## src/hw/rtl/msi_pkg.sv

```systemverilog
// ----------------------------------------------------------------------------
// msi_pkg
// Shared types and constants of the motion safety interlock: command codes,
// register indexes, configuration bundle and queue entry.
// ----------------------------------------------------------------------------
`default_nettype none

package msi_pkg;

  localparam int unsigned QueueDepth = 2;

  localparam logic [2:0] CMD_STOP  = 3'd0;
  localparam logic [2:0] CMD_ACCEL = 3'd1;
  localparam logic [2:0] CMD_SCAN  = 3'd2;
  localparam logic [2:0] CMD_VEL   = 3'd3;
  localparam logic [2:0] CMD_TICK  = 3'd4;

  localparam logic [2:0] CFG_TIMEOUT = 3'd0;
  localparam logic [2:0] CFG_ROLL    = 3'd1;
  localparam logic [2:0] CFG_PITCH   = 3'd2;
  localparam logic [2:0] CFG_PROX    = 3'd3;
  localparam logic [2:0] CFG_ARC     = 3'd4;
  localparam logic [2:0] CFG_RMIN    = 3'd5;
  localparam logic [2:0] CFG_RMAX    = 3'd6;

  localparam logic [15:0] RST_TIMEOUT = 16'd40;
  localparam logic [15:0] RST_ROLL    = 16'd1910;
  localparam logic [15:0] RST_PITCH   = 16'd1491;
  localparam logic [15:0] RST_PROX    = 16'd300;
  localparam logic [13:0] RST_ARC     = 14'd2145;
  localparam logic [15:0] RST_RMIN    = 16'd0;
  localparam logic [15:0] RST_RMAX    = 16'd12000;

  localparam logic KIND_CMD    = 1'b0;
  localparam logic KIND_STATUS = 1'b1;

  typedef enum logic [2:0] {
    OP_STOP  = 3'd0,
    OP_ACCEL = 3'd1,
    OP_SCAN  = 3'd2,
    OP_VEL   = 3'd3,
    OP_TICK  = 3'd4
  } op_e;

  typedef struct packed {
    logic [15:0] timeout;
    logic [15:0] roll;
    logic [15:0] pitch;
    logic [15:0] prox;
    logic [13:0] arc;
    logic [15:0] rmin;
    logic [15:0] rmax;
  } cfg_t;

  typedef struct packed {
    op_e              op;
    logic             stop_active;
    logic             scan_last;
    logic [5:0][31:0] vals;
  } entry_t;

endpackage

`default_nettype wire

```

## src/hw/rtl/msi_front.sv

```systemverilog
// ----------------------------------------------------------------------------
// msi_front
// Input side: takes stream transactions, decodes the command selector,
// drops unknown commands and pushes classified entries into the queue.
// ----------------------------------------------------------------------------
`default_nettype none

module msi_front (
  input  wire logic            s_axis_tvalid,
  output logic                 s_axis_tready,
  input  wire logic [199:0]    s_axis_tdata,
  input  wire logic [2:0]      s_axis_tuser,
  input  wire logic            s_axis_tlast,
  input  wire logic            q_full_i,
  output logic                 q_push_o,
  output msi_pkg::entry_t      q_entry_o
);

  logic known;

  always_comb begin
    known          = 1'b1;
    q_entry_o.op   = msi_pkg::OP_STOP;
    case (s_axis_tuser)
      msi_pkg::CMD_STOP:  q_entry_o.op = msi_pkg::OP_STOP;
      msi_pkg::CMD_ACCEL: q_entry_o.op = msi_pkg::OP_ACCEL;
      msi_pkg::CMD_SCAN:  q_entry_o.op = msi_pkg::OP_SCAN;
      msi_pkg::CMD_VEL:   q_entry_o.op = msi_pkg::OP_VEL;
      msi_pkg::CMD_TICK:  q_entry_o.op = msi_pkg::OP_TICK;
      default:            known        = 1'b0;
    endcase
    q_entry_o.stop_active = s_axis_tdata[0];
    q_entry_o.scan_last   = s_axis_tlast;
    q_entry_o.vals        = s_axis_tdata[192:1];
  end

  assign s_axis_tready = !q_full_i;
  assign q_push_o      = s_axis_tvalid && !q_full_i && known;

endmodule

`default_nettype wire

```

## src/hw/rtl/msi_queue.sv

```systemverilog
// ----------------------------------------------------------------------------
// msi_queue
// Short register queue between the front and the back (depth set by Depth, 2 by default).
// ----------------------------------------------------------------------------
`default_nettype none

module msi_queue #(
  parameter int unsigned Depth = msi_pkg::QueueDepth
) (
  input  wire logic            clk_i,
  input  wire logic            rst_ni,
  input  wire logic            push_i,
  input  wire msi_pkg::entry_t entry_i,
  output logic                 full_o,
  output logic                 valid_o,
  input  wire logic            pop_i,
  output msi_pkg::entry_t      entry_o
);

  localparam int unsigned PtrW = $clog2(Depth);
  localparam int unsigned CntW = $clog2(Depth + 1);

  msi_pkg::entry_t mem_q [Depth];
  logic [PtrW-1:0] wr_ptr_q, rd_ptr_q;
  logic [CntW-1:0] count_q;
  logic            do_push, do_pop;

  assign full_o  = (count_q == CntW'(Depth));
  assign valid_o = (count_q != '0);
  assign entry_o = mem_q[rd_ptr_q];
  assign do_push = push_i && !full_o;
  assign do_pop  = pop_i && valid_o;

  always_ff @(posedge clk_i) begin
    if (do_push) begin
      mem_q[wr_ptr_q] <= entry_i;
    end
  end

  always_ff @(posedge clk_i or negedge rst_ni) begin
    if (!rst_ni) begin
      wr_ptr_q <= '0;
      rd_ptr_q <= '0;
      count_q  <= '0;
    end else begin
      if (do_push) begin
        wr_ptr_q <= (wr_ptr_q == PtrW'(Depth - 1)) ? '0 : wr_ptr_q + 1'b1;
      end
      if (do_pop) begin
        rd_ptr_q <= (rd_ptr_q == PtrW'(Depth - 1)) ? '0 : rd_ptr_q + 1'b1;
      end
      if (do_push && !do_pop) begin
        count_q <= count_q + 1'b1;
      end else if (do_pop && !do_push) begin
        count_q <= count_q - 1'b1;
      end
    end
  end

endmodule

`default_nettype wire

```

## src/hw/rtl/msi_back.sv

```systemverilog
// ----------------------------------------------------------------------------
// msi_back
// Execution side: holds the fault state, runs the tilt check on one shared
// multiplier over nine steps, and drives the output register.
// ----------------------------------------------------------------------------
`default_nettype none

module msi_back (
  input  wire logic             clk_i,
  input  wire logic             rst_ni,
  input  wire msi_pkg::cfg_t    cfg_i,
  input  wire logic             q_valid_i,
  input  wire msi_pkg::entry_t  q_entry_i,
  output logic                  q_pop_o,
  output logic                  out_valid_o,
  input  wire logic             out_ready_i,
  output logic                  out_kind_o,
  output logic [5:0][31:0]      out_vals_o,
  output logic [4:0]            out_status_o,
  output logic                  out_last_o
);

  typedef enum logic [2:0] {
    ST_IDLE   = 3'b001,
    ST_TILT   = 3'b010,
    ST_SECOND = 3'b100
  } state_e;

  localparam logic [3:0] StepLast = 4'd8;

  function automatic logic [31:0] mag32(input logic [31:0] v);
    mag32 = v[31] ? (~v + 32'd1) : v;
  endfunction

  state_e st_q, st_d;
  logic [3:0] step_q;

  logic stop_q, wd_q, tilt_q, prox_q, open_q;
  logic [15:0] ticks_q, min_q;

  logic signed [31:0] ax_q, ay_q, az_q;
  logic [31:0] mul_a, mul_b;
  logic [63:0] prod_q, acc_q, s_q, sq_q, lo_q;
  logic [31:0] pp_q;
  logic [47:0] rp_q;
  logic [95:0] rhs_q;
  logic [31:0] ux, uy, uz;

  logic out_valid_q, out_kind_q, out_last_q;
  logic [5:0][31:0] out_vals_q;
  logic [4:0] out_status_q;

  logic slot_free, pop;
  logic [15:0] ticks_d, scan_b16, base, new_min;
  logic wd_tick, safe_tick, scan_ok, roll_f, pitch_f, safe_now;

  assign ux = mag32(ax_q);
  assign uy = mag32(ay_q);
  assign uz = mag32(az_q);

  assign slot_free = !out_valid_q || out_ready_i;
  assign pop       = (st_q == ST_IDLE) && q_valid_i && slot_free;
  assign q_pop_o   = pop;
  assign safe_now  = !stop_q && wd_q && !tilt_q && !prox_q;

  always_comb begin
    ticks_d   = (ticks_q != 16'hFFFF) ? ticks_q + 16'd1 : ticks_q;
    wd_tick   = wd_q && !(ticks_d > cfg_i.timeout);
    safe_tick = !stop_q && wd_tick && !tilt_q && !prox_q;
  end

  always_comb begin
    scan_b16 = q_entry_i.vals[1][15:0];
    scan_ok  = (mag32(q_entry_i.vals[0]) <= {18'd0, cfg_i.arc}) &&
               ($signed(q_entry_i.vals[1]) > $signed({16'd0, cfg_i.rmin})) &&
               ($signed(q_entry_i.vals[1]) < $signed({16'd0, cfg_i.rmax}));
    base     = open_q ? min_q : cfg_i.rmax;
    new_min  = (scan_ok && (scan_b16 < base)) ? scan_b16 : base;
  end

  always_comb begin
    mul_a = '0;
    mul_b = '0;
    case (step_q)
      4'd0: begin
        mul_a = uy;
        mul_b = uy;
      end
      4'd1: begin
        mul_a = uz;
        mul_b = uz;
      end
      4'd2: begin
        mul_a = ux;
        mul_b = ux;
      end
      4'd3: begin
        mul_a = {16'd0, cfg_i.pitch};
        mul_b = {16'd0, cfg_i.pitch};
      end
      4'd4: begin
        mul_a = {16'd0, cfg_i.roll};
        mul_b = uz;
      end
      4'd5: begin
        mul_a = pp_q;
        mul_b = s_q[31:0];
      end
      4'd6: begin
        mul_a = pp_q;
        mul_b = s_q[63:32];
      end
      default: begin
        mul_a = '0;
        mul_b = '0;
      end
    endcase
  end

  always_comb begin
    if (az_q > 0) begin
      roll_f = {4'd0, uy, 12'd0} > rp_q;
    end else if (az_q < 0) begin
      roll_f = 1'b1;
    end else begin
      roll_f = (ay_q != 0);
    end
    if (s_q == '0) begin
      pitch_f = (ax_q != 0);
    end else begin
      pitch_f = {8'd0, sq_q, 24'd0} > rhs_q;
    end
  end

  always_comb begin
    st_d = st_q;
    case (st_q)
      ST_IDLE: begin
        if (pop && q_entry_i.op == msi_pkg::OP_ACCEL) begin
          st_d = ST_TILT;
        end else if (pop && q_entry_i.op == msi_pkg::OP_TICK && !safe_tick) begin
          st_d = ST_SECOND;
        end
      end
      ST_TILT: begin
        if (step_q == StepLast) begin
          st_d = ST_IDLE;
        end
      end
      ST_SECOND: begin
        if (slot_free) begin
          st_d = ST_IDLE;
        end
      end
      default: st_d = ST_IDLE;
    endcase
  end

  always_ff @(posedge clk_i) begin
    prod_q <= mul_a * mul_b;
    case (step_q)
      4'd1:    acc_q <= prod_q;
      4'd2:    s_q   <= acc_q + prod_q;
      4'd3:    sq_q  <= prod_q;
      4'd4:    pp_q  <= prod_q[31:0];
      4'd5:    rp_q  <= prod_q[47:0];
      4'd6:    lo_q  <= prod_q;
      4'd7:    rhs_q <= {prod_q, 32'd0} + {32'd0, lo_q};
      default: ;
    endcase
    if (pop && q_entry_i.op == msi_pkg::OP_ACCEL) begin
      ax_q <= q_entry_i.vals[0];
      ay_q <= q_entry_i.vals[1];
      az_q <= q_entry_i.vals[2];
    end
  end

  always_ff @(posedge clk_i) begin
    if (pop && q_entry_i.op == msi_pkg::OP_VEL && safe_now) begin
      out_kind_q   <= msi_pkg::KIND_CMD;
      out_vals_q   <= q_entry_i.vals;
      out_status_q <= {prox_q, tilt_q, wd_q, stop_q, 1'b1};
      out_last_q   <= 1'b1;
    end else if (pop && q_entry_i.op == msi_pkg::OP_TICK) begin
      out_kind_q   <= safe_tick ? msi_pkg::KIND_STATUS : msi_pkg::KIND_CMD;
      out_vals_q   <= '0;
      out_status_q <= {prox_q, tilt_q, wd_tick, stop_q, safe_tick};
      out_last_q   <= safe_tick;
    end else if (st_q == ST_SECOND && slot_free) begin
      out_kind_q   <= msi_pkg::KIND_STATUS;
      out_vals_q   <= '0;
      out_status_q <= {prox_q, tilt_q, wd_q, stop_q, safe_now};
      out_last_q   <= 1'b1;
    end
  end

  always_ff @(posedge clk_i or negedge rst_ni) begin
    if (!rst_ni) begin
      st_q        <= ST_IDLE;
      step_q      <= '0;
      stop_q      <= 1'b0;
      wd_q        <= 1'b0;
      tilt_q      <= 1'b0;
      prox_q      <= 1'b0;
      open_q      <= 1'b0;
      ticks_q     <= '0;
      min_q       <= msi_pkg::RST_RMAX;
      out_valid_q <= 1'b0;
    end else begin
      st_q <= st_d;
      if (st_q == ST_TILT) begin
        step_q <= step_q + 4'd1;
        if (step_q == StepLast) begin
          tilt_q <= roll_f || pitch_f;
        end
      end else begin
        step_q <= '0;
      end
      if (pop) begin
        case (q_entry_i.op)
          msi_pkg::OP_STOP: begin
            stop_q  <= q_entry_i.stop_active;
            wd_q    <= 1'b1;
            ticks_q <= '0;
          end
          msi_pkg::OP_SCAN: begin
            if (q_entry_i.scan_last) begin
              prox_q <= new_min < cfg_i.prox;
              open_q <= 1'b0;
              min_q  <= cfg_i.rmax;
            end else begin
              open_q <= 1'b1;
              min_q  <= new_min;
            end
          end
          msi_pkg::OP_TICK: begin
            ticks_q <= ticks_d;
            wd_q    <= wd_tick;
          end
          default: ;
        endcase
      end
      if ((pop && q_entry_i.op == msi_pkg::OP_VEL && safe_now) ||
          (pop && q_entry_i.op == msi_pkg::OP_TICK) ||
          (st_q == ST_SECOND && slot_free)) begin
        out_valid_q <= 1'b1;
      end else if (out_ready_i) begin
        out_valid_q <= 1'b0;
      end
    end
  end

  assign out_valid_o  = out_valid_q;
  assign out_kind_o   = out_kind_q;
  assign out_vals_o   = out_vals_q;
  assign out_status_o = out_status_q;
  assign out_last_o   = out_last_q;

`ifndef NO_ASSERTIONS
  a_second_holds_first: assert property (@(posedge clk_i) disable iff (!rst_ni)
    st_q == ST_SECOND |-> out_valid_q)
    else $error("second result pending without first in output register");

  a_open_result_waits: assert property (@(posedge clk_i) disable iff (!rst_ni)
    out_valid_q && !out_last_q |-> st_q == ST_SECOND)
    else $error("non-final result without pending status");

  a_cmd_final_is_safe: assert property (@(posedge clk_i) disable iff (!rst_ni)
    out_valid_q && out_kind_q == msi_pkg::KIND_CMD && out_last_q |-> out_status_q[0])
    else $error("command passed while unsafe");

  a_no_pop_in_tilt: assert property (@(posedge clk_i) disable iff (!rst_ni)
    st_q == ST_TILT |-> !q_pop_o)
    else $error("queue popped during tilt check");
`endif

endmodule

`default_nettype wire

```

## src/hw/rtl/motion_safety_interlock.sv

```systemverilog
// ----------------------------------------------------------------------------
// motion_safety_interlock
// Throughput: one item per cycle while the back is idle and the output
// register is free; an accel sample holds the back for its tilt check (one
// shared 32x32 multiplier), an unsafe tick until its second result is loaded.
// Reset: asynchronous, clears fault state, queue and output register, and
// loads the register defaults; no clearing pass is needed.
// ----------------------------------------------------------------------------
`default_nettype none

module motion_safety_interlock #(
  parameter int unsigned QueueDepth = msi_pkg::QueueDepth
) (
  input  wire logic         clk_i,
  input  wire logic         rst_ni,
  input  wire logic         cfg_we_i,
  input  wire logic [2:0]   cfg_index_i,
  input  wire logic [15:0]  cfg_wdata_i,
  input  wire logic         s_axis_tvalid,
  output logic              s_axis_tready,
  // stop_active, value_a, value_b, value_c, value_d, value_e, value_f
  input  wire logic [199:0] s_axis_tdata,
  // cmd
  input  wire logic [2:0]   s_axis_tuser,
  input  wire logic         s_axis_tlast,
  output logic              m_axis_tvalid,
  input  wire logic         m_axis_tready,
  // out_linear_x, out_linear_y, out_linear_z, out_angular_x, out_angular_y,
  // out_angular_z, status_bits
  output logic [199:0]      m_axis_tdata,
  // kind
  output logic [0:0]        m_axis_tuser,
  output logic              m_axis_tlast
);

  msi_pkg::cfg_t   cfg_q;
  msi_pkg::entry_t push_entry, pop_entry;
  logic            q_full, q_push, q_valid, q_pop;
  logic            out_kind;
  logic [5:0][31:0] out_vals;
  logic [4:0]      out_status;

  always_ff @(posedge clk_i or negedge rst_ni) begin
    if (!rst_ni) begin
      cfg_q.timeout <= msi_pkg::RST_TIMEOUT;
      cfg_q.roll    <= msi_pkg::RST_ROLL;
      cfg_q.pitch   <= msi_pkg::RST_PITCH;
      cfg_q.prox    <= msi_pkg::RST_PROX;
      cfg_q.arc     <= msi_pkg::RST_ARC;
      cfg_q.rmin    <= msi_pkg::RST_RMIN;
      cfg_q.rmax    <= msi_pkg::RST_RMAX;
    end else if (cfg_we_i) begin
      case (cfg_index_i)
        msi_pkg::CFG_TIMEOUT: cfg_q.timeout <= cfg_wdata_i;
        msi_pkg::CFG_ROLL:    cfg_q.roll    <= cfg_wdata_i;
        msi_pkg::CFG_PITCH:   cfg_q.pitch   <= cfg_wdata_i;
        msi_pkg::CFG_PROX:    cfg_q.prox    <= cfg_wdata_i;
        msi_pkg::CFG_ARC:     cfg_q.arc     <= cfg_wdata_i[13:0];
        msi_pkg::CFG_RMIN:    cfg_q.rmin    <= cfg_wdata_i;
        msi_pkg::CFG_RMAX:    cfg_q.rmax    <= cfg_wdata_i;
        default: ;
      endcase
    end
  end

  msi_front u_front (
    .s_axis_tvalid (s_axis_tvalid),
    .s_axis_tready (s_axis_tready),
    .s_axis_tdata  (s_axis_tdata),
    .s_axis_tuser  (s_axis_tuser),
    .s_axis_tlast  (s_axis_tlast),
    .q_full_i      (q_full),
    .q_push_o      (q_push),
    .q_entry_o     (push_entry)
  );

  msi_queue #(
    .Depth (QueueDepth)
  ) u_queue (
    .clk_i   (clk_i),
    .rst_ni  (rst_ni),
    .push_i  (q_push),
    .entry_i (push_entry),
    .full_o  (q_full),
    .valid_o (q_valid),
    .pop_i   (q_pop),
    .entry_o (pop_entry)
  );

  msi_back u_back (
    .clk_i        (clk_i),
    .rst_ni       (rst_ni),
    .cfg_i        (cfg_q),
    .q_valid_i    (q_valid),
    .q_entry_i    (pop_entry),
    .q_pop_o      (q_pop),
    .out_valid_o  (m_axis_tvalid),
    .out_ready_i  (m_axis_tready),
    .out_kind_o   (out_kind),
    .out_vals_o   (out_vals),
    .out_status_o (out_status),
    .out_last_o   (m_axis_tlast)
  );

  assign m_axis_tdata = {3'd0, out_status, out_vals};
  assign m_axis_tuser = out_kind;

endmodule

`default_nettype wire
```

## config.mk

```make
export PLATFORM = sky130hd
export DESIGN_NAME = motion_safety_interlock
export DESIGN_NICKNAME = d
export VERILOG_FILES = /design/src/hw/rtl/msi_pkg.sv /design/src/hw/rtl/msi_front.sv /design/src/hw/rtl/msi_queue.sv /design/src/hw/rtl/msi_back.sv /design/src/hw/rtl/motion_safety_interlock.sv
export SDC_FILE = /design/constraint.sdc
export NUM_CORES = 2
export LEC_CHECK = 0
export ABC_CLOCK_PERIOD_IN_PS = 25000
export BUFFER_PORTS_ARGS = -buffer_cell sky130_fd_sc_hd__buf_2
export CAP_MARGIN = 25
export CORE_UTILIZATION = 35
export CTS_CLUSTER_DIAMETER = 120
export DETAILED_ROUTE_END_ITERATION = 7
export GPL_TIMING_DRIVEN = 1
export PLACE_DENSITY = 0.49
export SETUP_SLACK_MARGIN = 0.1
export SYNTH_ARGS = -nofsm -noshare
export SYNTH_HDL_FRONTEND = slang
export SYNTH_HIERARCHICAL = 1
export SYNTH_SLANG_ARGS = --single-unit
```

## constraint.sdc

```tcl
create_clock -name clk_i -period 25 [get_ports clk_i]
set_clock_uncertainty 0.2 [all_clocks]
set_input_delay 5 -clock clk_i [delete_from_list [all_inputs] [get_ports clk_i]]
set_output_delay 5 -clock clk_i [all_outputs]
set_load 0.02 [all_outputs]
```

==> run metrics <==
result of the run finished clean; RSZ-0062 raised after global routing no; largest net degree at the start of global routing around 150; CP Max Fanout about 50; slowest stage delay, CP roughly 880 ps; Nets 10200; Req. time, crit path 25540 ps; flop-to-flop setup slack around 12000 ps; Rel. slew slack 0.104; Main synth FF type edfxtp_1; Critical Path End Type flip-flop; post-route ant nets 0; first-pass GRT wire length 464 mm; H-Tree Depth 4; syn avg cell area about 11 um2; Post-CTS Setup Inserts 0; Cells after Synth 8319; Port Buf Inserts approximately 420; reg2reg end u_back/prod_q[63]; flops & latches, synth ~1300; Fin. Hold Viols 0; Setup CP Type reg -> reg; most frequent cells in the layout 1249 x inv_1, 1118 x edfxtp_1, 898 x fa_1; Via Count 63900; layout cell share with drive strength beyond 1 0.149; RR Startpoint u_back/step_q[0]; vias in the first global route 67100; Yosys Warn Count 6; ys async rst share 0.118; CP Data Arrival Time between 10000 and 15000 ps; Hold-fix buffers, CTS 0; startpoint types flip-flop; Die ar. about 0.27 mm2; Critical Path Source u_back/step_q[0]; GRT met3 Usage 0.0883; number of fill cells between 20000 and 30000; DR DRC count 0; initial core utilization 0.353; total of max-cap violations 0; Sum Neg Setup Slack 0 ps; number of buffers created by CTS 151; DRT iter0 DRCs a little over 5000; number of flops mapped to enable cells by yosys ~1100; fmax 75.6 MHz; Routed WL ~320 mm; critical path's slowest cell a221oi_1; FP Rows 190; CTS max path bufs 3; M1 GR Usage 0.291; worst min path class reg -> reg; Period minus WS final approximately 13000 ps; initial antenna violation count slightly below 100; Crit path top cell by count fa_1; sequential fraction of the synthesis area 0.410; IO Count around 430; Worst R2R Path Depth 36; Routed wire per std cell between 20 and 30 um; Multi-input gate area ~0.049 mm2; core area 0.269 mm2; commonest non-fill, non-tap cell in the layout inv_1; # setup viols final 0; drt first pass iters 8; area growth from synthesis to layout 11.2%; global route overflow 0; hpwl dp between 200 and 250 mm; gr busiest metal met2; Netlist cell types approximately 100; Chip Height ~520 um; Reg clk slew, reported paths ~60 ps; Worst-Skew Late Latency a little under 900 ps; Slew @ Worst Pin 1340 ps; global placement routability congestion between 0.9 and 1; CP endpoint u_back/prod_q[63]; FF+latch area between 0.03 and 0.04 mm2; met2 Use GR 0.377; Tcrit/Tclk final 0.529; Global Route Usage Sum 0.236; Pins Over Slew Limit 0; post_cts resized 0; Via density ~5.2; Chip Width roughly 520 um; clock sinks ~1300; root buffer cell clkbuf_16; TritonCTS clock tree built; Syn Std Cell Area approximately 0.095 mm2
state kept, by name, summed over array words and instances, names as in the netlist, 2 cells and up:
register,flops
u_back/ticks_q,16
u_back/ax_q,32
u_back/rp_q,48
u_back/lo_q,64
u_back/s_q,64
u_back/pp_q,32
u_back/sq_q,64
u_queue/count_q,2
u_back/ay_q,32
u_back/prod_q,64
u_back/out_vals_o,192
cfg_q,110
u_back/min_q,16
u_queue/mem_q,394
u_back/step_q,4
u_back/rhs_q,96
u_back/out_status_o,5
u_back/acc_q,64
u_back/st_q,3
u_back/az_q,32
routing by layer:
layer,part of all wire,vias to the layer above
met1,0.40,32600
met2,0.45,2453
met3,0.10,751
met4,0.041,108
li1,-,28000
met5,0.0021,-
kinds of logic after synthesis:
kind of cell             Yosys count  share of synthesized area
adder cells (fa/ha/maj)         1453                      0.263
multiplexers                     360                     0.0465
AO/OA/AOI/OAI                    913                     0.0660
buffers and inverters           1779                     0.0804
other                              1                  0.0000395
XOR/XNOR                         297                     0.0274
AND/OR/NAND/NOR                 2172                      0.106
flip-flops                      1344                      0.410
worst max-delay path, delay by kind of cell, from the launching register on:
family / cells / cell delay [ps]
XOR/XNOR: 1 / 240
adder cells (fa/ha/maj): 10 / 4580
flip-flops: 1 / 440
buffers and inverters: 9 / 2370
AND/OR/NAND/NOR: 6 / 1460
AO/OA/AOI/OAI: 10 / 3710
cells in the mapped netlist, types with 67 or more instances:
master / number / share of area
inv_1: 1250 / 0.049
edfxtp_1: 1118 / 0.35
fa_1: 898 / 0.19
nor2_1: 752 / 0.030
nand2_1: 685 / 0.027
ha_1: 555 / 0.073
clkbuf_1: 264 / 0.010
a21oi_1: 225 / 0.012
and2_1: 213 / 0.014
buf_4: 202 / 0.016
mux2_2: 199 / 0.024
xnor2_1: 188 / 0.017
o21ai_0: 158 / 0.0083
a21o_1: 143 / 0.011
dfrtp_1: 119 / 0.031
mux2_4: 111 / 0.018
xor2_1: 109 / 0.010
nand4_1: 93 / 0.0061
dfxtp_1: 67 / 0.014
worst min path at each step:
stage / end / cells after the start / startpoint
2_1_floorplan: u_back/rhs_q[0] / 0 / u_back/lo_q[0]
3_3_place_gp: u_back/rhs_q[4] / 0 / u_back/lo_q[4]
6_report: u_back/rhs_q[13] / 0 / u_back/lo_q[13]
5_1_grt: u_back/rhs_q[2] / 0 / u_back/lo_q[2]
4_1_cts: u_back/rhs_q[13] / 0 / u_back/lo_q[13]
3_5_place_dp: u_back/rhs_q[13] / 0 / u_back/lo_q[13]
final cells by class:
| type | count | share of cell area |
|---|---|---|
| multi-input combinational | 5198 | 0.460 |
| timing repair buffer | 620 | 0.0347 |
| sequential | 1344 | 0.369 |
| clock inverter | 98 | 0.0113 |
| tap | 3552 | 0.0421 |
| clock buffer | 181 | 0.0376 |
| inverter | 1251 | 0.0445 |
| antenna | 16 | 0.000380 |
metrics by stage:
step                      setup WS, ps  std cells  utilization  hold WS, ps  cell area [um2]
after floorplan                  10510       8321            -          200            94900
after global placement           12110      12000        0.373          201           100000
after detailed placement         11960      12000        0.373          205           100000
after CTS                        11910      12200        0.392          215           105000
after global routing             11310      12200        0.393          220           105000
final                            11780      12300        0.393          216           105000
Power is not shown: default switching activity piles up to over one toggle a cycle in this logic, so the estimate is an artifact.
